File: config.mk
export PLATFORM = sky130hd
export DESIGN_NAME = vwma_ctrl
export DESIGN_NICKNAME = d
export VERILOG_FILES = /design/src/vwma_pkg.sv /design/src/vwma_ctrl.sv
export SDC_FILE = /design/constraint.sdc
export NUM_CORES = 1
export LEC_CHECK = 0
export ABC_AREA = 1
export BUFFER_PORTS_ARGS = -buffer_cell sky130_fd_sc_hd__buf_2
export CORE_AREA = 2 2 39 41
export DETAILED_ROUTE_END_ITERATION = 16
export DIE_AREA = 0 0 41 43
export SKIP_LAST_GASP = 1
export SLEW_MARGIN = 20
export SYNTH_ARGS = -nofsm -noshare
export SYNTH_HDL_FRONTEND = slang
export SYNTH_SLANG_ARGS = --single-unit
File: constraint.sdc
create_clock -name i_clk -period 2.8 [get_ports i_clk]
set_input_delay 0.28 -clock i_clk [delete_from_list [all_inputs] [get_ports i_clk]]
set_output_delay 0.28 -clock i_clk [all_outputs]
set_load 0.02 [all_outputs]
File: src/vwma_pkg.sv
// Shared constants, state encoding and control structs for the moving-average core.
`default_nettype none

package vwma_pkg;

    // Store depth and sample width
    localparam int MAX_WINDOW  = 32;
    localparam int SAMPLE_BITS = 32;

    // Fixed field widths of the ports
    localparam int WL_BITS   = 6;
    localparam int USED_BITS = 6;

    // Reset value of the window length register
    localparam logic [WL_BITS-1:0] WL_RESET = WL_BITS'(5);

    // Derived widths
    localparam int PTR_BITS     = (MAX_WINDOW > 1) ? $clog2(MAX_WINDOW) : 1;
    localparam int CNT_BITS     = $clog2(MAX_WINDOW + 1);
    localparam int CMP_BITS     = (CNT_BITS > WL_BITS) ? CNT_BITS : WL_BITS;
    localparam int SUM_BITS     = SAMPLE_BITS + $clog2(MAX_WINDOW);
    localparam int DVD_BITS     = SUM_BITS + 1;
    localparam int DSR_BITS     = CNT_BITS + 1;
    localparam int REM_BITS     = CNT_BITS + 2;
    localparam int DIV_STEPS    = DVD_BITS;
    localparam int DIV_CNT_BITS = $clog2(DIV_STEPS);

    // Controller states
    typedef enum logic [2:0] {
        S_IDLE,
        S_CHECK,
        S_DROP_RD,
        S_DROP_SUB,
        S_APPEND,
        S_PREP,
        S_DIV,
        S_DONE
    } t_state;

    // Commands from controller to datapath
    typedef struct packed {
        logic load_sample;
        logic rd_oldest;
        logic drop;
        logic append;
        logic div_start;
        logic load_out;
    } t_cmd;

    // Status from datapath to controller
    typedef struct packed {
        logic drop_needed;
        logic div_done;
    } t_status;

endpackage

`default_nettype wire

File: src/vwma_ctrl.sv
// Controller state machine: request intake, window trimming, divide, result handoff.
`default_nettype none

module vwma_ctrl import vwma_pkg::*; (
    input  logic    i_clk,
    input  logic    i_rst_n,
    input  logic    i_in_valid,
    input  logic    i_out_ready,
    input  t_status i_status,
    output logic    o_in_ready,
    output logic    o_out_valid,
    output t_cmd    o_cmd
);

    t_state r_state;
    t_state n_state;
    logic   r_out_valid;
    logic   n_out_valid;
    logic   out_free;

    assign out_free = !r_out_valid || i_out_ready;

    // Next state
    always_comb begin
        n_state = r_state;
        case (r_state)
            S_IDLE: begin
                if (i_in_valid) begin
                    n_state = S_CHECK;
                end
            end
            S_CHECK: begin
                n_state = i_status.drop_needed ? S_DROP_RD : S_APPEND;
            end
            S_DROP_RD:  n_state = S_DROP_SUB;
            S_DROP_SUB: n_state = S_CHECK;
            S_APPEND:   n_state = S_PREP;
            S_PREP:     n_state = S_DIV;
            S_DIV: begin
                if (i_status.div_done) begin
                    n_state = S_DONE;
                end
            end
            S_DONE: begin
                if (out_free) begin
                    n_state = S_IDLE;
                end
            end
            default: n_state = S_IDLE;
        endcase
    end

    // Outputs and commands
    always_comb begin
        o_cmd       = '0;
        o_in_ready  = 1'b0;
        case (r_state)
            S_IDLE: begin
                o_in_ready        = 1'b1;
                o_cmd.load_sample = i_in_valid;
            end
            S_DROP_RD:  o_cmd.rd_oldest = 1'b1;
            S_DROP_SUB: o_cmd.drop      = 1'b1;
            S_APPEND:   o_cmd.append    = 1'b1;
            S_PREP:     o_cmd.div_start = 1'b1;
            S_DONE:     o_cmd.load_out  = out_free;
            default: begin
                o_cmd      = '0;
                o_in_ready = 1'b0;
            end
        endcase
    end

    // Set output valid on load, clear when the result is taken
    always_comb begin
        if (o_cmd.load_out) begin
            n_out_valid = 1'b1;
        end else if (i_out_ready) begin
            n_out_valid = 1'b0;
        end else begin
            n_out_valid = r_out_valid;
        end
    end

    always_ff @(posedge i_clk) begin
        if (!i_rst_n) begin
            r_state     <= S_IDLE;
            r_out_valid <= 1'b0;
        end else begin
            r_state     <= n_state;
            r_out_valid <= n_out_valid;
        end
    end

    assign o_out_valid = r_out_valid;

endmodule

`default_nettype wire

==> key figures <==
Routing
  • Iter 0 DRT Violations: 8
  • Final ANT Viol Nets: 0
  • Vias: 333
  • WL/cell: 7.96 um
  • 1st-pass router iterations: 4
  • Drt total wl: 629 um
  • Detailed-route DRC error count: 0
  • Vias per cell: 4.22

GRT
  • Met2 Use GR: 12.2%
  • Initial antenna violation count: 0
  • First-pass GRT wire length: 1.05 mm
  • Grt ovf: 0
  • Busiest grt layer: met2
  • GRT Overall Usage: 8.54%
  • Vias in the first global route: 285
  • GR Util met3: 1.57%
  • Largest net degree at the start of global routing: 10
  • Met1 GRT Util: 11.0%

Clock tree
  • Post-CTS Setup Repair Bufs: 0
  • Clock Latency Late Sink: 0.23 ns
  • CTS Root Cell: clkbuf_4
  • Post-CTS Resized: 0
  • Longest Clk Path Bufs: 2
  • Clock net sink count: 4
  • CTS H-tree depth: 1
  • CTS tree: done
  • Clock-pin slew on the worst setup and hold paths: 0.04 ns
  • Hold-fix buffers, CTS: 0
  • Inserted Clock Buffers: 3

Timing
  • Final min period: 1.58 ns
  • Setup TNS: 0 ns
  • Clock Skew: 0.00233 ns
  • Period utilization: 56.3%
  • RSZ-0062 raised after global routing: no
  • Max Freq: 0.634 GHz
  • Worst rel slew slack: 79.0%
  • Hold Fails Final Rpt: 0
  • Pins Over Slew Limit: 0
  • Setup Viol. Count Final: 0
  • Actual slew at the worst max-slew pin: 0.314 ns

Floorplanning
  • Initial Utilization: 22.2%
  • Die height: 43 um
  • Die area: 0.00176 mm2
  • Site Rows: 14
  • Chip Width: 41 um
  • I/O pin count: 14
  • Core Box Area: 0.00138 mm2

Setup path
  • WP data required: 2.52 ns
  • Critical Path Source Type: register
  • Crit path max fanout: 9
  • Critical path arrival: 1.30 ns
  • CP Capture Type: primary output
  • Crit path kind: reg2out

Place
  • Buffers on Ports: 13
  • Dpl hpwl: 519 um
  • RD Place Congestion: 0.774

Synthesis
  • Sequential share of the synthesized area: 26.0%
  • Yosys Warn Count: 0
  • Syn Inst Count: 49
  • Syn Nets: 55
  • #FFs+latches synth: 4
  • Synth Cell Area: 308 um2
  • Mean area per synthesized cell: 6.28 um2
  • Synth cell types: 18

Cells and area
  • # nets final: 71
  • Area Overhead vs Synth: 30.1%
  • Share of layout cells above drive strength 1: 42.9%
  • Antenna diodes: 0

Power and ir drop
  • Power Dens Cells: 520 mW/mm2
  • Worst vdd ir: 0.000155 V
  • Leakage: 0.217 nW
  • Pwr Total: 0.000208 W

Min path
  • Worst Hold Class: in2reg

Run
  • Max Cap Viol: 0

Outcome
  • Outcome: complete, no violations
[worst max-delay path: stages, from the launching register on]
cell	delay, ns
dfxtp_1	0.49
inv_1	0.10
nor2_1	0.16
inv_1	0.07
nor2_1	0.08
buf_2	0.16
[per-layer routing]
metal  vias to the layer above  share of wire (%)  wire length, um
li1                        181                  -                -
met1                       144                 48              300
met2                         8                 45              286
met3                         0                6.8               43
met4                         0                  0                0
met5                         -                  0                0
[cells by family after synthesis]
family,Yosys count,share of synthesized area [%]
AO/OA/AOI/OAI,6,10.6
flip-flops,4,26.0
AND/OR/NAND/NOR,28,47.6
buffers and inverters,11,15.9
[stage by stage]
step / setup WS [ns] / utilization, % / hold WS, ns / instance area (um2) / std cells
2_1_floorplan: 1.40 / - / 0.398 / 308 / 49
3_3_place_gp: 1.50 / 27.3 / 0.523 / 378 / 76
3_5_place_dp: 1.47 / 27.3 / 0.523 / 378 / 76
4_1_cts: 1.22 / 28.9 / 0.286 / 400 / 79
5_1_grt: 1.09 / 28.9 / 0.302 / 400 / 79
6_report: 1.22 / 28.9 / 0.291 / 400 / 79
[cells in the mapped netlist]
library cell,instances,share of area [%]
nor2_1,7,8.5
inv_1,6,7.3
nand2_1,5,6.1
dfxtp_1,4,26
nor3_1,4,6.5
a21oi_1,3,4.9
inv_2,3,3.7
nand2_2,3,6.1
nor2_2,3,6.1
buf_4,2,4.9
nand3_1,2,3.3
nand3_2,1,3.3
nand4_1,1,2.0
nor2_4,1,3.7
nor4_1,1,2.0
o21a_1,1,2.4
o21ai_0,1,1.6
o21ai_1,1,1.6
[layout make-up]
type / instances / area, um2
clock buffers: 3 / 22.5
fillers: 155 / 983
inverters: 9 / 33.8
multi-input cells: 34 / 179
flip-flops and latches: 4 / 80.1
well taps: 16 / 20.0
repair buffers: 13 / 65.1
[worst paths after layout]
check | from | endpoint | slack, ns | cells after the start
worst min-delay path | i_rst_n | o_out_valid | 0.29 | 2
worst max register to register | r_state[1] | r_state[0] | 1.64 | 7
worst min register to register | o_out_valid | o_out_valid | 0.62 | 3
worst max-delay path | r_state[1] | o_cmd[4] | 1.22 | 5
[where the power goes]
part           switching, W  internal, W  leakage [nW]
clock             0.0000214    0.0000478        0.0138
sequential        0.0000107    0.0000624        0.0327
combinational     0.0000417    0.0000240         0.171
total             0.0000738     0.000134         0.217
[flip-flops by register name, summed over array words and instances, names as in the netlist]
| name | flops |
|---|---|
| o_out_valid | 1 |
| r_state | 3 |
[cell usage in the layout (no fill, tap or decap)]
master | synthesis | routed
nor4_1 | 1 | 1
o21a_1 | 1 | 1
nor2_2 | 3 | 3
buf_2 | 0 | 13
inv_1 | 6 | 6
nand4_1 | 1 | 1
nor2_4 | 1 | 1
nand2_2 | 3 | 3
inv_2 | 3 | 3
nand3_1 | 2 | 2
nor3_1 | 4 | 4
clkbuf_4 | 0 | 3
o21ai_1 | 1 | 1
nor2_1 | 7 | 7
o21ai_0 | 1 | 1
dfxtp_1 | 4 | 4
nand3_2 | 1 | 1
a21oi_1 | 3 | 3
nand2_1 | 5 | 5
Note: power is estimated with default switching activity, not from simulation.
