<file path="config.mk">
export PLATFORM = sky130hd
export DESIGN_NAME = vwma_datapath
export DESIGN_NICKNAME = d
export VERILOG_FILES = /design/src/vwma_pkg.sv /design/src/vwma_div.sv /design/src/vwma_datapath.sv
export SDC_FILE = /design/constraint.sdc
export NUM_CORES = 2
export LEC_CHECK = 0
export BUFFER_PORTS_ARGS = -buffer_cell sky130_fd_sc_hd__buf_4
export CAP_MARGIN = 20
export CORE_MARGIN = 2
export CORE_UTILIZATION = 30
export DETAILED_ROUTE_END_ITERATION = 7
export HOLD_SLACK_MARGIN = 0.03
export PLACE_DENSITY = 0.44
export SYNTH_ARGS = -nofsm -noshare
export SYNTH_HDL_FRONTEND = slang
export SYNTH_SLANG_ARGS = --single-unit
</file>
<file path="constraint.sdc">
create_clock -name i_clk -period 4.5 [get_ports i_clk]
set_input_delay 0 -clock i_clk [delete_from_list [all_inputs] [get_ports i_clk]]
set_output_delay 0 -clock i_clk [all_outputs]
set_load 0.03 [all_outputs]
</file>
<file path="src/vwma_pkg.sv">
// Shared constants, state encoding and control structs for the moving-average core.
`default_nettype none

package vwma_pkg;

    // Store depth and sample width
    localparam int MAX_WINDOW  = 32;
    localparam int SAMPLE_BITS = 32;

    // Fixed field widths of the ports
    localparam int WL_BITS   = 6;
    localparam int USED_BITS = 6;

    // Reset value of the window length register
    localparam logic [WL_BITS-1:0] WL_RESET = WL_BITS'(5);

    // Derived widths
    localparam int PTR_BITS     = (MAX_WINDOW > 1) ? $clog2(MAX_WINDOW) : 1;
    localparam int CNT_BITS     = $clog2(MAX_WINDOW + 1);
    localparam int CMP_BITS     = (CNT_BITS > WL_BITS) ? CNT_BITS : WL_BITS;
    localparam int SUM_BITS     = SAMPLE_BITS + $clog2(MAX_WINDOW);
    localparam int DVD_BITS     = SUM_BITS + 1;
    localparam int DSR_BITS     = CNT_BITS + 1;
    localparam int REM_BITS     = CNT_BITS + 2;
    localparam int DIV_STEPS    = DVD_BITS;
    localparam int DIV_CNT_BITS = $clog2(DIV_STEPS);

    // Controller states
    typedef enum logic [2:0] {
        S_IDLE,
        S_CHECK,
        S_DROP_RD,
        S_DROP_SUB,
        S_APPEND,
        S_PREP,
        S_DIV,
        S_DONE
    } t_state;

    // Commands from controller to datapath
    typedef struct packed {
        logic load_sample;
        logic rd_oldest;
        logic drop;
        logic append;
        logic div_start;
        logic load_out;
    } t_cmd;

    // Status from datapath to controller
    typedef struct packed {
        logic drop_needed;
        logic div_done;
    } t_status;

endpackage

`default_nettype wire

</file>
<file path="src/vwma_div.sv">
// Restoring divider, one quotient bit per cycle.
`default_nettype none

module vwma_div import vwma_pkg::*; (
    input  logic                i_clk,
    input  logic                i_rst_n,
    input  logic                i_start,
    input  logic [DVD_BITS-1:0] i_dividend,
    input  logic [DSR_BITS-1:0] i_divisor,
    output logic                o_done,
    output logic [DVD_BITS-1:0] o_quotient
);

    logic                    r_busy;
    logic                    r_done;
    logic [DIV_CNT_BITS-1:0] r_cnt;
    logic [DVD_BITS-1:0]     r_dvd;
    logic [REM_BITS-1:0]     r_rem;
    logic [DSR_BITS-1:0]     r_dsr;

    logic [REM_BITS-1:0] rem_shift;
    logic [REM_BITS-1:0] rem_next;
    logic                fit;

    // Shift in the next dividend bit and trial-subtract the divisor
    always_comb begin
        rem_shift = {r_rem[REM_BITS-2:0], r_dvd[DVD_BITS-1]};
        fit       = (rem_shift >= REM_BITS'(r_dsr));
        rem_next  = fit ? (rem_shift - REM_BITS'(r_dsr)) : rem_shift;
    end

    // Sequence the steps
    always_ff @(posedge i_clk) begin
        if (!i_rst_n) begin
            r_busy <= 1'b0;
            r_done <= 1'b0;
            r_cnt  <= '0;
        end else begin
            r_done <= 1'b0;
            if (i_start) begin
                r_busy <= 1'b1;
                r_cnt  <= '0;
            end else if (r_busy) begin
                r_cnt <= r_cnt + 1'b1;
                if (r_cnt == DIV_CNT_BITS'(DIV_STEPS - 1)) begin
                    r_busy <= 1'b0;
                    r_done <= 1'b1;
                end
            end
        end
    end

    // Dividend register fills with quotient bits from the bottom
    always_ff @(posedge i_clk) begin
        if (i_start) begin
            r_dvd <= i_dividend;
            r_rem <= '0;
            r_dsr <= i_divisor;
        end else if (r_busy) begin
            r_dvd <= {r_dvd[DVD_BITS-2:0], fit};
            r_rem <= rem_next;
        end
    end

    assign o_done     = r_done;
    assign o_quotient = r_dvd;

endmodule

`default_nettype wire

</file>
<file path="src/vwma_datapath.sv">
// Sample store, running sum, window register, divider and output register.
`default_nettype none

module vwma_datapath import vwma_pkg::*; (
    input  logic                          i_clk,
    input  logic                          i_rst_n,
    input  t_cmd                          i_cmd,
    output t_status                       o_status,
    input  logic                          i_cfg_we,
    input  logic        [WL_BITS-1:0]     i_cfg_wl,
    input  logic signed [SAMPLE_BITS-1:0] i_sample,
    output logic signed [SAMPLE_BITS-1:0] o_average,
    output logic        [USED_BITS-1:0]   o_samples_used
);

    logic        [WL_BITS-1:0]     r_wl;
    logic signed [SAMPLE_BITS-1:0] r_sample;
    logic signed [SAMPLE_BITS-1:0] r_mem [MAX_WINDOW];
    logic signed [SAMPLE_BITS-1:0] r_rd_data;
    logic        [CNT_BITS-1:0]    r_count;
    logic        [PTR_BITS-1:0]    r_oldest;
    logic signed [SUM_BITS-1:0]    r_sum;
    logic                          r_neg;
    logic signed [SAMPLE_BITS-1:0] r_average;
    logic        [USED_BITS-1:0]   r_used;

    logic [CMP_BITS-1:0]    wl_ext;
    logic [CMP_BITS-1:0]    win;
    logic [PTR_BITS:0]      slot_sum;
    logic [PTR_BITS-1:0]    slot;
    logic [PTR_BITS-1:0]    oldest_next;
    logic                   sum_neg;
    logic [SUM_BITS-1:0]    mag;
    logic [DVD_BITS-1:0]    dividend;
    logic [DSR_BITS-1:0]    divisor;
    logic                   div_done;
    logic [DVD_BITS-1:0]    quotient;
    logic [SAMPLE_BITS-1:0] q_low;

    // Clamp the window to one..MAX_WINDOW
    always_comb begin
        wl_ext = CMP_BITS'(r_wl);
        if (wl_ext == '0) begin
            win = CMP_BITS'(1);
        end else if (wl_ext > CMP_BITS'(MAX_WINDOW)) begin
            win = CMP_BITS'(MAX_WINDOW);
        end else begin
            win = wl_ext;
        end
    end

    // Write slot and pointer advance, wrapping at the store depth
    always_comb begin
        slot_sum = {1'b0, r_oldest} + (PTR_BITS + 1)'(r_count);
        if (slot_sum >= (PTR_BITS + 1)'(MAX_WINDOW)) begin
            slot = PTR_BITS'(slot_sum - (PTR_BITS + 1)'(MAX_WINDOW));
        end else begin
            slot = PTR_BITS'(slot_sum);
        end
        if (r_oldest == PTR_BITS'(MAX_WINDOW - 1)) begin
            oldest_next = '0;
        end else begin
            oldest_next = r_oldest + 1'b1;
        end
    end

    // Rounded-division operands: (2|sum| + n) / 2n
    always_comb begin
        sum_neg  = r_sum[SUM_BITS-1];
        mag      = sum_neg ? SUM_BITS'(-r_sum) : SUM_BITS'(r_sum);
        dividend = {mag, 1'b0} + DVD_BITS'(r_count);
        divisor  = {r_count, 1'b0};
    end

    assign o_status.drop_needed = (CMP_BITS'(r_count) >= win);
    assign o_status.div_done    = div_done;

    // Window length register
    always_ff @(posedge i_clk) begin
        if (!i_rst_n) begin
            r_wl <= WL_RESET;
        end else if (i_cfg_we) begin
            r_wl <= i_cfg_wl;
        end
    end

    // Sample store: write on append, registered read of the oldest entry
    always_ff @(posedge i_clk) begin
        if (i_cmd.append) begin
            r_mem[slot] <= r_sample;
        end
        if (i_cmd.rd_oldest) begin
            r_rd_data <= r_mem[r_oldest];
        end
    end

    // Window bookkeeping: drop the oldest or append the new sample
    always_ff @(posedge i_clk) begin
        if (!i_rst_n) begin
            r_count  <= '0;
            r_oldest <= '0;
            r_sum    <= '0;
        end else if (i_cmd.drop) begin
            r_sum    <= r_sum - SUM_BITS'(r_rd_data);
            r_oldest <= oldest_next;
            r_count  <= r_count - 1'b1;
        end else if (i_cmd.append) begin
            r_sum   <= r_sum + SUM_BITS'(r_sample);
            r_count <= r_count + 1'b1;
        end
    end

    // Capture the request sample, the sign, and the result
    assign q_low = quotient[SAMPLE_BITS-1:0];

    always_ff @(posedge i_clk) begin
        if (i_cmd.load_sample) begin
            r_sample <= i_sample;
        end
        if (i_cmd.div_start) begin
            r_neg <= sum_neg;
        end
        if (i_cmd.load_out) begin
            r_average <= r_neg ? $signed(-q_low) : $signed(q_low);
            r_used    <= USED_BITS'(r_count);
        end
    end

    vwma_div u_div (
        .i_clk      (i_clk),
        .i_rst_n    (i_rst_n),
        .i_start    (i_cmd.div_start),
        .i_dividend (dividend),
        .i_divisor  (divisor),
        .o_done     (div_done),
        .o_quotient (quotient)
    );

    assign o_average      = r_average;
    assign o_samples_used = r_used;

endmodule

`default_nettype wire

</file>
==> results.toml <==
[die]
start_util_pct = 30.27
die_w_um = 420.7
pin_count = 87
die-area_sq_mm = 0.1770
rows = 152
core_sq_mm = 0.1721
die_h_um = 420.7

[sta]
period_minus_slack_ns = 4.347
hold_viol = 0
final-setup-viol-count = 0
period_share_pct = 96.59
max-slew-margin-rel_pct = 28.48
fmax_ghz = 0.2301
finClkSkew_ns = 0.07376
worstMarginPinSlew_ns = 1.073
setup_tns_ns = 0
slew_viol_final = 0
rsz0062_at_grt = "true"

[logic_synthesis]
syn_inst = 2835
yosysUniqueCellTypes = 65
synth_edf_count = 1171
synth_compound_area_share_pct = 3.852
synth-seq-area-share_pct = 70.15
synth_area_leaders = "edfxtp_1 67%, mux4_2 14%, dfxtp_1 2.7%, ha_1 1.6%, xnor2_1 1.6%"
synth_top_cell_area_share_pct = 67.50
synthArstFlopShare_pct = 0
syn-num-nets = 2955
yosysTopAreaCell = "edfxtp_1"
synth-xor-area-share_pct = 2.757
synth_top_family_by_area = "multiplexers"
synth_seq_cells = 1240
syn_avg_cell_area_sq_um = 18.38
synth.area.mux_share_pct = 15.50
synth_flop_cell = "edfxtp_1"
synth-simple-area-share_pct = 4.616
syn_area_sq_mm = 0.05209
synth_fa_ha_area_share_pct = 1.825
yosysWarningCount = 0

[cells_and_area]
final_util_pct = 36.81
finalNonFillerCells = 5654
layout-drive-gt1-share_pct = 29.93
antenna_cells = 0
finalNetCount = 3354
postLayoutCellArea_sq_mm = 0.06336
area_growth_pct = 21.63

[setup_path]
crit_required_ns = 5.17
worstPathCellList = "or3_1 -> or2_2 -> or3_1 -> or4_1 -> or3_1 -> xnor2_1 -> nor2_1 -> a21oi_2 -> ha_1 -> buf_4 -> nand2_1 -> o31ai_4 -> a31oi_1 -> or4b_2 -> nand3_1"
arrival_ns = 5.01
cpMaxStageDelayCell = "or4b_2"
cp_top_family = "simple AND/OR/NAND/NOR gates"
critical_path.max_stage_delay_ns = 0.63
endpoint_kind = "flip-flop"
cp_max_fo = 5
path_class = "flip-flop to flip-flop"
worstSetupStartpointType = "flip-flop"
crit_top_cell = "or3_1"
critPathBufInv = 1

[detailed_routing]
post_drt_wl_per_cell_um = 26.90
drt_first_pass_iters = 5
ant_nets = 0
vias_per_cell = 5.007
dr_total_vias = 28309
wirelength_um = 152100
drcViolationCount = 0
first_iter_violations = 2294

[global_routing]
grt_overflow = 0
grt_pass1_vias = 29545
grt_max_degree = 81
antenna_found_initial = 2
grt_usage_pct = 17.25
grt_pass1_wl_um = 217500

[clock_network]
htree_levels = 4
clk_pin_slew_ns = 0.06
insertion_delay_ns = 0.79
clock-sinks = 1240
root_buffer = "clkbuf_16"
numCtsBuffers = 139
cts_tree = "yes"
cts_buffer_depth = 3

[worst_hold_path]
hp-class = "input port to flip-flop"

[placement]
hpwl_um = 93180
place_area_sq_mm = 0.05758
place_inst = 5301
port_buffers = 86
place_congestion = 0.8483

[power_and_ir_drop]
ir_drop_mv = 0.4102
p_leak_nw = 20.47
power_mw = 31.60
power.density_mw_per_mm2 = 498.7

[run]
maxCapViolCount = 0

[run_status]
outcome = "finished clean"
[layout make-up]
type,instances,area (sq um)
clock buffer,162,3617
multi-input combinational,1420,15430
fill,15850,108800
clock inverter,89,888.4
tap,2310,2890
inverter,33,123.9
sequential,1240,36560
timing repair buffer,400,3845
[synth_stat cells, drive strengths merged (37+ instances only)]
| cell type | n |
|---|---|
| nand3 | 37 |
| nor2 | 121 |
| xor2 | 69 |
| clkbuf | 101 |
| mux4 | 320 |
| nand2 | 104 |
| o21ai | 76 |
| a21oi | 85 |
| mux2 | 60 |
| edfxtp | 1171 |
| xnor2 | 95 |
| buf | 41 |
| dfxtp | 69 |
| a21o | 41 |
| ha | 68 |
[registers in the layout, indices dropped and copies added, names as in the netlist, 5 cells and up]
name	flops
o_average	32
o_samples_used	6
r_count	6
r_mem	1024
r_oldest	5
r_rd_data	32
r_sample	32
r_sum	37
r_wl	6
u_div.o_quotient	38
u_div.r_cnt	6
u_div.r_dsr	6
u_div.r_rem	7
[report_power, final]
group	internal, mW	switching [mW]
clock network	6.32	4.84
logic	2.68	3.47
registers	13.6	0.684
[logic make-up after synthesis]
| group | count (synthesis) |
|---|---|
| multiplexers | 399 |
| flip-flops | 1240 |
| AO/OA/AOI/OAI | 314 |
| XOR/XNOR | 164 |
| AND/OR/NAND/NOR | 470 |
| buffers and inverters | 175 |
| adder cells (fa/ha/maj) | 73 |
[cells in the final DEF, fill, tap and decap left out, types with 59 or more instances in the layout]
| cell | n |
|---|---|
| o21ai_0 | 70 |
| clkbuf_16 | 141 |
| a21oi_1 | 74 |
| ha_1 | 67 |
| buf_4 | 256 |
| nand2_1 | 103 |
| xnor2_1 | 95 |
| nor2_1 | 85 |
| mux4_2 | 320 |
| xor2_1 | 69 |
| edfxtp_1 | 1171 |
| dfxtp_1 | 64 |
| mux2_2 | 59 |
| dlygate4sd3_1 | 95 |
[metal layers]
layer | global-route usage (%) | vias up | share of wire, %
li1 | - | 12328 | -
met1 | 23.55 | 15113 | 45
met2 | 28.53 | 671 | 49
met3 | 2.543 | 197 | 3.9
met4 | 5.006 | 0 | 2.5
met5 | 0 | - | 0
[what timing repair did]
item,4_1_cts,5_1_grt
setup buffers,1,6
endpoints found under the setup margin,6,16
resized for setup,5,53
endpoints found under the hold margin,263,0
hold buffers,95,0
pin swaps,1,26
[path summary, 6_finish.rpt]
check | startpoint | endpoint | slack, ns | depth (start not counted)
min reg2reg | u_div.r_rem[6] | u_div.r_rem[6] | 0.48 | 2
min | i_cmd[5] | r_sample[20] | 0.26 | 2
max reg2reg | r_sample[24] | r_sum[34] | 0.15 | 15
max | r_sample[24] | r_sum[34] | 0.15 | 15
[metrics by stage]
stage / setup slack (ns) / hold WS, ns
2_1_floorplan: 0.01852 / 0.09887
4_1_cts: 0.0001998 / 0.2289
6_report: 0.1534 / 0.2644
3_5_place_dp: -0.04986 / 0.1795
5_1_grt: -0.06331 / 0.2548
3_3_place_gp: -0.009336 / 0.1796
No activity file was read; power rests on OpenSTA's default activity.
